**config.mk**
```make
export PLATFORM = sky130hd
export DESIGN_NAME = zone_exit_alarm_qualifier_core
export DESIGN_NICKNAME = d
export VERILOG_FILES = /design/src/zeaq_pkg.sv /design/src/zone_exit_alarm_qualifier_core.sv
export SDC_FILE = /design/constraint.sdc
export NUM_CORES = 2
export LEC_CHECK = 0
export BUFFER_PORTS_ARGS = -buffer_cell sky130_fd_sc_hd__buf_4
export CAP_MARGIN = 20
export CORE_AREA = 2 2 364 366
export CTS_BUF_LIST = sky130_fd_sc_hd__clkbuf_16
export CTS_CLUSTER_SIZE = 20
export DETAILED_ROUTE_END_ITERATION = 8
export DIE_AREA = 0 0 366 368
export HOLD_SLACK_MARGIN = 0.06
export MAX_ROUTING_LAYER = met4
export PLACE_DENSITY_LB_ADDON = 0.08
export REMOVE_ABC_BUFFERS = 1
export SYNTH_ARGS = -nofsm -noshare
export SYNTH_HDL_FRONTEND = slang
export SYNTH_SLANG_ARGS = --single-unit
```
**constraint.sdc**
```tcl
create_clock -name clk_i -period 9.9 [get_ports clk_i]
set_input_delay 2.97 -clock clk_i [delete_from_list [all_inputs] [get_ports clk_i]]
set_output_delay 2.97 -clock clk_i [all_outputs]
set_load 0.05 [all_outputs]
```
**src/zeaq_pkg.sv**
```systemverilog
`default_nettype none

package zeaq_pkg;

  localparam int unsigned TIME_BITS  = 32;
  localparam int unsigned COORD_BITS = 12;
  localparam int unsigned SQ_BITS    = 2 * COORD_BITS;
  localparam int unsigned DIST_BITS  = SQ_BITS + 1;
  localparam int unsigned MS_BITS    = 16;
  localparam int unsigned ACC_BITS   = 20;
  localparam int unsigned IDX_BITS   = 3;
  localparam int unsigned CFG_BITS   = 16;

  localparam logic [ACC_BITS-1:0] ACC_MAX = '1;

  // register map
  localparam logic [IDX_BITS-1:0] CFG_CENTER_X   = 3'd0;
  localparam logic [IDX_BITS-1:0] CFG_CENTER_Y   = 3'd1;
  localparam logic [IDX_BITS-1:0] CFG_ZONE_RAD   = 3'd2;
  localparam logic [IDX_BITS-1:0] CFG_ALARM_HOLD = 3'd3;
  localparam logic [IDX_BITS-1:0] CFG_COOLDOWN   = 3'd4;
  localparam logic [IDX_BITS-1:0] CFG_GRACE      = 3'd5;

  localparam logic [COORD_BITS-1:0] CENTER_X_RST   = COORD_BITS'(330);
  localparam logic [COORD_BITS-1:0] CENTER_Y_RST   = COORD_BITS'(320);
  localparam logic [COORD_BITS-1:0] ZONE_RAD_RST   = COORD_BITS'(1);
  localparam logic [MS_BITS-1:0]    ALARM_HOLD_RST = MS_BITS'(800);
  localparam logic [MS_BITS-1:0]    COOLDOWN_RST   = MS_BITS'(3000);
  localparam logic [MS_BITS-1:0]    GRACE_RST      = MS_BITS'(500);

  // item kinds
  localparam logic ACT_DETECT = 1'b0;
  localparam logic ACT_EOF    = 1'b1;

  typedef enum logic [2:0] {
    ST_SEARCHING = 3'd0,
    ST_NO_HOOK   = 3'd1,
    ST_READY     = 3'd2,
    ST_COOLING   = 3'd3,
    ST_ALARMED   = 3'd4
  } status_e;

  function automatic logic [ACC_BITS-1:0] sat_add(input logic [ACC_BITS-1:0] a,
                                                  input logic [MS_BITS-1:0]  b);
    logic [ACC_BITS:0] s;
    s = {1'b0, a} + (ACC_BITS+1)'(b);
    return s[ACC_BITS] ? ACC_MAX : s[ACC_BITS-1:0];
  endfunction

endpackage

`default_nettype wire

```
**src/zone_exit_alarm_qualifier_core.sv**
```systemverilog
// An end-of-frame word passes through the input register, the squares register and the
// result register before it shows on the result port; detection words give no result.
// Throughput: one word per cycle; the input stays open while a result waits, until
// the pipeline behind it is full.
// Reset (rst_ni, async, active low): all tracking state cleared, registers to defaults.
`default_nettype none

module zone_exit_alarm_qualifier_core import zeaq_pkg::*; (
  input  wire logic                  clk_i,
  input  wire logic                  rst_ni,
  // configuration
  input  wire logic                  cfg_we_i,
  input  wire logic [IDX_BITS-1:0]   cfg_index_i,
  input  wire logic [CFG_BITS-1:0]   cfg_wdata_i,
  // input words
  input  wire logic                  in_valid_i,
  output      logic                  in_ready_o,
  input  wire logic                  action_i,
  input  wire logic                  is_hook_i,
  input  wire logic [COORD_BITS-1:0] point_x_i,
  input  wire logic [COORD_BITS-1:0] point_y_i,
  input  wire logic [TIME_BITS-1:0]  time_ms_i,
  input  wire logic [MS_BITS-1:0]    frame_interval_ms_i,
  // result words
  output      logic                  out_valid_o,
  input  wire logic                  out_ready_i,
  output      logic [2:0]            status_o,
  output      logic                  zone_alarm_colour_o,
  output      logic                  alarm_pulse_o,
  output      logic                  latched_o,
  output      logic [ACC_BITS-1:0]   outside_time_ms_o,
  output      logic [ACC_BITS-1:0]   inside_time_ms_o
);

  // ---------------------------------------------------------------------------
  // Configuration registers
  // ---------------------------------------------------------------------------
  logic [COORD_BITS-1:0] center_x_q, center_y_q, zone_rad_q;
  logic [MS_BITS-1:0]    alarm_hold_q, cooldown_q, grace_q;

  always_ff @(posedge clk_i or negedge rst_ni) begin
    if (!rst_ni) begin
      center_x_q   <= CENTER_X_RST;
      center_y_q   <= CENTER_Y_RST;
      zone_rad_q   <= ZONE_RAD_RST;
      alarm_hold_q <= ALARM_HOLD_RST;
      cooldown_q   <= COOLDOWN_RST;
      grace_q      <= GRACE_RST;
    end else if (cfg_we_i) begin
      case (cfg_index_i)
        CFG_CENTER_X:   center_x_q   <= cfg_wdata_i[COORD_BITS-1:0];
        CFG_CENTER_Y:   center_y_q   <= cfg_wdata_i[COORD_BITS-1:0];
        CFG_ZONE_RAD:   zone_rad_q   <= cfg_wdata_i[COORD_BITS-1:0];
        CFG_ALARM_HOLD: alarm_hold_q <= cfg_wdata_i[MS_BITS-1:0];
        CFG_COOLDOWN:   cooldown_q   <= cfg_wdata_i[MS_BITS-1:0];
        CFG_GRACE:      grace_q      <= cfg_wdata_i[MS_BITS-1:0];
        default: ;
      endcase
    end
  end

  // ---------------------------------------------------------------------------
  // Flow control. Stage A holds the accepted word, stage B the squares, then the
  // result register. A detection leaves stage B without needing the result slot.
  // ---------------------------------------------------------------------------
  logic va_q, vb_q, ov_q;
  logic a_act_q, a_hook_q;
  logic b_act_q, b_hook_q;
  logic out_free, b_adv, b_ready, a_ready, in_acc, load_out;

  assign out_free   = !ov_q || out_ready_i;
  assign b_adv      = vb_q && ((b_act_q == ACT_DETECT) || out_free);
  assign b_ready    = !vb_q || b_adv;
  assign a_ready    = !va_q || b_ready;
  assign in_ready_o = a_ready;
  assign in_acc     = in_valid_i && in_ready_o;
  assign load_out   = b_adv && (b_act_q == ACT_EOF);

  always_ff @(posedge clk_i or negedge rst_ni) begin
    if (!rst_ni) begin
      va_q <= 1'b0;
      vb_q <= 1'b0;
      ov_q <= 1'b0;
    end else begin
      if (a_ready) va_q <= in_valid_i;
      if (b_ready) vb_q <= va_q;
      if (load_out)         ov_q <= 1'b1;
      else if (out_ready_i) ov_q <= 1'b0;
    end
  end

  // ---------------------------------------------------------------------------
  // Stage A: accepted word
  // ---------------------------------------------------------------------------
  logic [COORD_BITS-1:0] a_px_q, a_py_q;
  logic [TIME_BITS-1:0]  a_time_q;
  logic [MS_BITS-1:0]    a_dt_q;

  always_ff @(posedge clk_i) begin
    if (in_acc) begin
      a_act_q  <= action_i;
      a_hook_q <= is_hook_i;
      a_px_q   <= point_x_i;
      a_py_q   <= point_y_i;
      a_time_q <= time_ms_i;
      a_dt_q   <= frame_interval_ms_i;
    end
  end

  // absolute differences and squares, one multiplier each
  logic [COORD_BITS-1:0] dx, dy;
  assign dx = (a_px_q >= center_x_q) ? (a_px_q - center_x_q) : (center_x_q - a_px_q);
  assign dy = (a_py_q >= center_y_q) ? (a_py_q - center_y_q) : (center_y_q - a_py_q);

  logic [SQ_BITS-1:0]   b_dx2_q, b_dy2_q, b_r2_q;
  logic [TIME_BITS-1:0] b_time_q;
  logic [MS_BITS-1:0]   b_dt_q;

  always_ff @(posedge clk_i) begin
    if (b_ready && va_q) begin
      b_act_q  <= a_act_q;
      b_hook_q <= a_hook_q;
      b_dx2_q  <= SQ_BITS'(dx) * SQ_BITS'(dx);
      b_dy2_q  <= SQ_BITS'(dy) * SQ_BITS'(dy);
      b_r2_q   <= SQ_BITS'(zone_rad_q) * SQ_BITS'(zone_rad_q);
      b_time_q <= a_time_q;
      b_dt_q   <= a_dt_q;
    end
  end

  // ---------------------------------------------------------------------------
  // Stage B: frame gather, alarm qualification, result
  // ---------------------------------------------------------------------------
  logic                 found_q, found_d, fout_q, fout_d;
  logic                 active_q, active_d, latch_q, latch_d, cool_q, cool_d;
  logic [TIME_BITS-1:0] seen_q, seen_d, ostart_q, ostart_d, cstart_q, cstart_d;
  logic [ACC_BITS-1:0]  oacc_q, oacc_d, iacc_q, iacc_d;

  logic [DIST_BITS-1:0] d2;
  logic                 is_out;
  logic [TIME_BITS-1:0] el_seen, el_out, el_cool;
  logic                 grace_now, pulse, colour;
  status_e              status;

  assign d2     = DIST_BITS'(b_dx2_q) + DIST_BITS'(b_dy2_q);
  assign is_out = d2 > DIST_BITS'(b_r2_q);

  assign el_seen   = b_time_q - seen_q;
  assign grace_now = !found_q && (el_seen <= TIME_BITS'(grace_q));
  // a fresh outside run starts now, so it has zero elapsed time
  assign el_out   = active_q ? (b_time_q - ostart_q) : '0;
  assign el_cool  = b_time_q - cstart_q;
  assign colour   = fout_q || (grace_now && active_q);

  always_comb begin
    if (grace_now)     status = ST_SEARCHING;
    else if (!found_q) status = ST_NO_HOOK;
    else if (!latch_q) status = ST_READY;
    else if (cool_q)   status = ST_COOLING;
    else               status = ST_ALARMED;
  end

  always_comb begin
    found_d  = found_q;
    fout_d   = fout_q;
    active_d = active_q;
    latch_d  = latch_q;
    cool_d   = cool_q;
    seen_d   = seen_q;
    ostart_d = ostart_q;
    cstart_d = cstart_q;
    oacc_d   = oacc_q;
    iacc_d   = iacc_q;
    pulse    = 1'b0;
    if (b_adv) begin
      if (b_act_q == ACT_DETECT) begin
        if (b_hook_q) begin
          found_d = 1'b1;
          if (is_out) fout_d = 1'b1;
        end
      end else begin
        found_d = 1'b0;
        fout_d  = 1'b0;
        if (found_q) seen_d = b_time_q;
        if (!grace_now) begin
          if (fout_q) begin
            cool_d = 1'b0;
            iacc_d = '0;
            if (!active_q) begin
              active_d = 1'b1;
              ostart_d = b_time_q;
            end
            if (!latch_q) begin
              oacc_d = sat_add(oacc_q, b_dt_q);
              if (el_out >= TIME_BITS'(alarm_hold_q)) begin
                latch_d = 1'b1;
                pulse   = 1'b1;
              end
            end
          end else begin
            active_d = 1'b0;
            if (!latch_q) oacc_d = '0;
            if (latch_q && found_q) begin
              iacc_d = sat_add(iacc_q, b_dt_q);
              if (!cool_q) begin
                cool_d   = 1'b1;
                cstart_d = b_time_q;
              end else if (el_cool >= TIME_BITS'(cooldown_q)) begin
                // held inside long enough: drop the latch
                latch_d = 1'b0;
                cool_d  = 1'b0;
                oacc_d  = '0;
                iacc_d  = '0;
              end
            end else begin
              cool_d = 1'b0;
              iacc_d = '0;
            end
          end
        end
      end
    end
  end

  always_ff @(posedge clk_i or negedge rst_ni) begin
    if (!rst_ni) begin
      found_q  <= 1'b0;
      fout_q   <= 1'b0;
      active_q <= 1'b0;
      latch_q  <= 1'b0;
      cool_q   <= 1'b0;
      seen_q   <= '0;
      ostart_q <= '0;
      cstart_q <= '0;
      oacc_q   <= '0;
      iacc_q   <= '0;
    end else begin
      found_q  <= found_d;
      fout_q   <= fout_d;
      active_q <= active_d;
      latch_q  <= latch_d;
      cool_q   <= cool_d;
      seen_q   <= seen_d;
      ostart_q <= ostart_d;
      cstart_q <= cstart_d;
      oacc_q   <= oacc_d;
      iacc_q   <= iacc_d;
    end
  end

  // ---------------------------------------------------------------------------
  // Result register: values before this frame's update, pulse from this frame
  // ---------------------------------------------------------------------------
  status_e             r_status_q;
  logic                r_colour_q, r_pulse_q, r_latched_q;
  logic [ACC_BITS-1:0] r_oacc_q, r_iacc_q;

  always_ff @(posedge clk_i) begin
    if (load_out) begin
      r_status_q  <= status;
      r_colour_q  <= colour;
      r_pulse_q   <= pulse;
      r_latched_q <= latch_q;
      r_oacc_q    <= oacc_q;
      r_iacc_q    <= iacc_q;
    end
  end

  assign out_valid_o         = ov_q;
  assign status_o            = r_status_q;
  assign zone_alarm_colour_o = r_colour_q;
  assign alarm_pulse_o       = r_pulse_q;
  assign latched_o           = r_latched_q;
  assign outside_time_ms_o   = r_oacc_q;
  assign inside_time_ms_o    = r_iacc_q;

endmodule

`default_nettype wire
```
* Yosys cells after proc, flatten, opt, wreduce, memory -nomap -nowiden
Cells that the tools add are included.
Word-level totals: register bits after elaboration 470, output and inout port bits 48, bits of input ports 98, logic and storage cells 149
Operators by class: bitwise gates (word level) 8, muxes and demuxes 36, eq/ne operators 6, $mul 3, reductions and logical operators 40, $lt $le $gt $ge 6, add/subtract/negate cells 10
Operators by type and width (count):
- 20-bit two-way mux | 12
- 32-bit subtractor | 3
- 12-bit by 12-bit multiplier with 24-bit output | 3
- 32-bit by 16-bit greater-or-equal comparator with 1-bit output | 2
- 12-bit subtractor | 4
- 20-bit by 16-bit adder with 21-bit output | 2
- 32-bit by 16-bit less-or-equal comparator with 1-bit output | 1
- 32-bit two-way mux | 1
- 24-bit by 24-bit adder with 25-bit output | 1
- 25-bit by 24-bit greater-than comparator with 1-bit output | 1
- 12-bit greater-or-equal comparator | 2
- 12-bit two-way mux | 2
- 1-bit two-way mux | 19
- 2-bit AND reduction | 7
- 6-bit AND reduction | 2
- 2-bit nonzero test | 6
- 3-bit AND reduction | 3
- 1-bit NOT | 8
- 1-bit logical AND | 7
- 3-bit by 2-bit equality test with 1-bit output (second input constant) | 2
- 3-bit equality test (second input constant) | 2
- 1-bit logical OR | 5
- 5-bit AND reduction | 1
- 5-bit OR reduction | 1
- 9 further kinds | 12

* Depth between registers and ports, before layout
depth in word-level cells 7, mapped depth 37, depth with buffers taken out 36

* Worst setup path after synthesis
No wires, ideal clock.
kind input port to flip-flop, start point in out_ready_i, end point reg b_act_q (enable), cell stages on the path 3, slack 0.086 ns, arrival time 9.146 ns, path buffers 0, required time 9.232 ns, setup time 0.668 ns, cell sequence nand2b_1 > inv_1 > a31oi_1
On the way: word-level cells in the longest chain between the ends 5
RTL lines:
- start, declared | RTL line zone_exit_alarm_qualifier_core.sv:26 | input wire logic out_ready_i,
- 1-bit logical OR | RTL line zone_exit_alarm_qualifier_core.sv:71 | assign out_free = !ov_q || out_ready_i;
- 1-bit logical OR | RTL line zone_exit_alarm_qualifier_core.sv:72 | assign b_adv = vb_q && ((b_act_q == ACT_DETECT) || out_free);
- 1-bit logical AND | RTL line zone_exit_alarm_qualifier_core.sv:72
- 1-bit logical OR | RTL line zone_exit_alarm_qualifier_core.sv:73 | assign b_ready = !vb_q || b_adv;
- 1-bit logical AND | RTL line zone_exit_alarm_qualifier_core.sv:120 | if (b_ready && va_q) begin
- end signal, assigned | RTL line zone_exit_alarm_qualifier_core.sv:121 | b_act_q <= a_act_q;
- end, declared | RTL line zone_exit_alarm_qualifier_core.sv:68 | logic b_act_q, b_hook_q;
No other way between the ends. A chain may end at the register's enable or synchronous reset.

* Worst setup path in the final report
start point reg a_py_q[0], end point reg b_dy2_q[22], data pin
On the way: word-level cells in the longest chain between the ends 3, elaborated cells between the ends (all ways) 5, those cells by class add/sub (2); mul (1); order compare (1); mux (1)
RTL lines:
- start, declared | RTL line zone_exit_alarm_qualifier_core.sv:95 | logic [COORD_BITS-1:0] a_px_q, a_py_q;
- start signal, assigned | RTL line zone_exit_alarm_qualifier_core.sv:104 | a_py_q <= point_y_i;
- 12-bit subtractor / 12-bit greater-or-equal comparator (equally long branches) | RTL line zone_exit_alarm_qualifier_core.sv:113 | assign dy = (a_py_q >= center_y_q) ? (a_py_q - center_y_q) : (center_y_q - a_py_q);
- 12-bit two-way mux * | RTL line zone_exit_alarm_qualifier_core.sv:113
- 12-bit by 12-bit multiplier with 24-bit output * | RTL line zone_exit_alarm_qualifier_core.sv:124 | b_dy2_q <= SQ_BITS'(dy) * SQ_BITS'(dy);
- end signal, assigned | RTL line zone_exit_alarm_qualifier_core.sv:124
- end, declared | RTL line zone_exit_alarm_qualifier_core.sv:115 | logic [SQ_BITS-1:0] b_dx2_q, b_dy2_q, b_r2_q;
Mark *: on every way between the ends. The rest lies on a longest branch, timed or not.

==> metrics.txt <==
# TYPE chip_impl_metric gauge
chip_impl_info{name="status",value="complete, no violations"} 1
chip_impl_metric{name="synth_cells",unit=""} 3898
chip_impl_metric{name="gr-usage-met2",unit="%"} 26.7
chip_impl_metric{name="flow.area_growth_from_synthesis",unit="%"} 13.8
chip_impl_metric{name="dpl_cell_area",unit="um2"} 42300
chip_impl_metric{name="ys_seq_area_share",unit="%"} 33.0
chip_impl_metric{name="yosysUniqueCellTypes",unit=""} 89
chip_impl_metric{name="clk_pin_slew",unit="ps"} 60
chip_impl_metric{name="worstHoldPathCells",unit=""} 0
chip_impl_metric{name="clock-skew-final",unit="ps"} 32.2
chip_impl_metric{name="final_core_utilization",unit="%"} 34.0
chip_impl_metric{name="initial_core_util",unit="%"} 29.9
chip_impl_metric{name="core-area",unit="um2"} 131000
chip_impl_info{name="grt_setup_unrepaired",value="no"} 1
chip_impl_metric{name="async_flop_share",unit="%"} 48.8
chip_impl_info{name="worst_path_most_repeated_cell",value="sky130_fd_sc_hd__inv_1"} 1
chip_impl_metric{name="grtUsageMet1",unit="%"} 22.2
chip_impl_metric{name="via_count",unit=""} 27700
chip_impl_metric{name="finalMaxSlewViolations",unit=""} 0
chip_impl_metric{name="grt_max_degree",unit=""} 134
chip_impl_info{name="top_usage_layer",value="met2"} 1
chip_impl_metric{name="fmax",unit="GHz"} 0.115
chip_impl_metric{name="worst_skew_pair.late_latency",unit="ps"} 670
chip_impl_metric{name="1st_pass_router_iterations",unit=""} 5
chip_impl_metric{name="dp_hpwl",unit="um"} 83300
chip_impl_metric{name="place.gp.congestion",unit=""} 0.839
chip_impl_info{name="cts_tree",value="built"} 1
chip_impl_metric{name="cts_inserted_buffers",unit=""} 67
chip_impl_metric{name="post_cts_buffers",unit=""} 0
chip_impl_metric{name="setup_tns",unit="ps"} 0
chip_impl_metric{name="iteration_0_drc_markers",unit=""} 1394
chip_impl_metric{name="synthesis.area_per_instance",unit="um2"} 10.0
chip_impl_metric{name="die_h",unit="um"} 368
chip_impl_metric{name="h-tree-depth",unit=""} 3
chip_impl_metric{name="finalWirelength",unit="um"} 108000
chip_impl_metric{name="cts_hold_buffers",unit=""} 0
chip_impl_metric{name="data_required_critical_path",unit="ps"} 10300
chip_impl_metric{name="post_cts_resize_count",unit=""} 0
chip_impl_info{name="synth_top_flop_cell",value="sky130_fd_sc_hd__edfxtp_1"} 1
chip_impl_metric{name="width_of_the_chip",unit="um"} 366
chip_impl_info{name="cts_root_buf",value="sky130_fd_sc_hd__clkbuf_16"} 1
chip_impl_metric{name="finalCritPeriodShare",unit="%"} 88.2
chip_impl_metric{name="clock_path_buffers",unit=""} 3
chip_impl_metric{name="die_area",unit="um2"} 135000
chip_impl_metric{name="clock_sink_count",unit=""} 467
chip_impl_metric{name="ys_ff_latch",unit=""} 467
chip_impl_info{name="critPathSlowestCell",value="sky130_fd_sc_hd__o41ai_2"} 1
chip_impl_info{name="min_path_type",value="reg2reg"} 1
chip_impl_metric{name="grt_first_pass_wirelength",unit="um"} 170000
chip_impl_metric{name="worstPathMaxFanout",unit=""} 10
chip_impl_metric{name="synth-edff-count",unit=""} 239
chip_impl_metric{name="nFillCells",unit=""} 13600
chip_impl_metric{name="finalNetCount",unit=""} 4831
chip_impl_info{name="cp-end-kind",value="register"} 1
chip_impl_metric{name="final_hold_viol_count",unit=""} 0
chip_impl_metric{name="drt_drc_violations_left",unit=""} 0
chip_impl_metric{name="final_layout_size_suffix_gt1_share",unit="%"} 12.8
chip_impl_metric{name="crit_arrival",unit="ps"} 9130
chip_impl_info{name="setup.worst_path.start_class",value="register"} 1
chip_impl_metric{name="grt_overflow",unit=""} 0
chip_impl_metric{name="wl_per_cell",unit="um"} 18.4
chip_impl_metric{name="max_cap_violations",unit=""} 0
chip_impl_info{name="criticalPathCategory",value="reg2reg"} 1
chip_impl_metric{name="buffer_ports.inserted",unit=""} 145
chip_impl_metric{name="syn_area",unit="um2"} 39100
chip_impl_metric{name="final_period_minus_worst_setup_slack",unit="ps"} 8730
chip_impl_metric{name="fp-row-count",unit=""} 133
chip_impl_metric{name="grt_pass1_vias",unit=""} 28600
chip_impl_metric{name="yosys_warnings",unit=""} 0
chip_impl_metric{name="final_setup_violating_endpoints",unit=""} 0
chip_impl_metric{name="finish.instance_area",unit="um2"} 44500
chip_impl_metric{name="ant_nets",unit=""} 0
chip_impl_metric{name="max_slew.worst_pin.slew",unit="ps"} 1060
chip_impl_metric{name="detail_route.vias_per_cell",unit=""} 4.72
chip_impl_metric{name="globalRouteTotalUtil",unit="%"} 16.6
chip_impl_metric{name="timing.reg2reg.worst_path_depth",unit=""} 37
chip_impl_metric{name="i_o_pins",unit=""} 146
chip_impl_metric{name="delay_of_the_slowest_critical_path_stage",unit="ps"} 570
chip_impl_metric{name="timing.slew.headroom",unit="%"} 29.4
chip_impl_metric{name="antenna_found_initial",unit=""} 6
chip_impl_metric{name="groute.layer.met3.usage",unit="%"} 2.70
[cells in the final DEF (no fill, tap or decap), drive strengths merged, types with 14 or more instances in the layout]
cell,count
o21bai,23
nand4,46
nand2,220
or2,34
dfstp,23
a21o,79
o22ai,25
mux2i,35
buf,184
ha,438
o21ai,162
nor3,63
a21oi,201
a211oi,29
a31oi,21
and3,15
a211o,17
xnor2,117
and2,74
or3,18
xor2,48
nand3,46
o31ai,14
o211ai,20
mux2,150
edfxtp,239
inv,653
nand2b,45
fa,244
nor2,269
nor2b,39
clkbuf,67
o2bb2ai,15
dfrtp,205
o21a,41
clkinv,34
[path summary, 6_finish.rpt]
check / start / end / slack, ps
min: a_time_q[28] / b_time_q[28] / 400
min reg2reg: a_time_q[28] / b_time_q[28] / 400
min in group asynchronous: rst_ni / ostart_q[21] / 2340
max reg2reg: a_py_q[0] / b_dy2_q[22] / 1170
max in group asynchronous: rst_ni / center_x_q[7] / 6220
max: a_py_q[0] / b_dy2_q[22] / 1170
[cell families (layout without fill, tap and decap cells)]
logic type	Yosys count	count (layout)	synth area share [%]
AND/OR/NAND/NOR	908	908	11.3
adder cells (fa/ha/maj)	682	682	26.5
buffers and inverters	734	942	7.20
flip-flops	467	467	33.0
multiplexers	185	185	5.51
other	0	3	0
XOR/XNOR	165	165	3.70
AO/OA/AOI/OAI	757	757	12.7
[critical path: cells and delay by family (launching register included)]
| family | cells | cell delay [ps] |
|---|---|---|
| DFF | 1 | 390 |
| xor gates and xnor gates | 2 | 250 |
| AOI/OAI and AO/OA | 14 | 3300 |
| adders and majority gates | 8 | 2980 |
| buffers and inverters | 8 | 950 |
| and+or+nand+nor | 5 | 600 |
[through the flow]
step / std cells / hold slack [ps] / setup WS (ps)
finish: 5864 / 400 / 1170
global route: 5864 / 406 / 544
CTS: 5860 / 397 / 1060
detailed placement: 5736 / 405 / 1090
global placement: 5736 / 403 / 1190
floorplan: 3798 / 400 / 86.1
[Yosys cell counts, drive strengths merged, types with 48 or more instances]
cell type / instances / area share (%)
edfxtp: 239 / 18
a21oi: 201 / 2.6
inv: 633 / 6.1
nor2: 269 / 2.6
o21ai: 162 / 2.1
clkbuf: 80 / 0.77
and2: 74 / 1.2
nand2: 220 / 2.1
a21o: 79 / 1.5
fa: 244 / 12
ha: 438 / 14
nor3: 63 / 0.81
mux2: 150 / 4.6
dfrtp: 205 / 13
xor2: 48 / 1.1
xnor2: 117 / 2.6
[final cells by class]
type	instances	area (um2)	area share, %
Antenna cell	3	7.51	0.0169
Clock buffer	67	1680	3.77
Clock inverter	57	469	1.06
Inverter	634	2380	5.35
Multi-Input combinational cell	2697	23400	52.6
Sequential cell	467	12900	29.0
Tap cell	1755	2200	4.94
Timing Repair Buffer	184	1410	3.18
[sequential cells by signal, indices dropped and copies added (netlist names), 16 cells and up]
register,count
a_time_q,32
b_time_q,32
cstart_q,32
ostart_q,32
seen_q,32
b_dx2_q,23
b_dy2_q,23
b_r2_q,23
iacc_q,20
inside_time_ms_o,20
oacc_q,20
outside_time_ms_o,20
a_dt_q,16
alarm_hold_q,16
b_dt_q,16
cooldown_q,16
grace_q,16
[routing by layer]
layer,vias to the layer above,part of all wire [%]
met5,-,0
met4,0,1.8
met3,100,3.2
met2,354,47
met1,13500,48
li1,13700,-
Power is not shown: default switching activity piles up to over one toggle a cycle in this logic, so the estimate is an artifact.
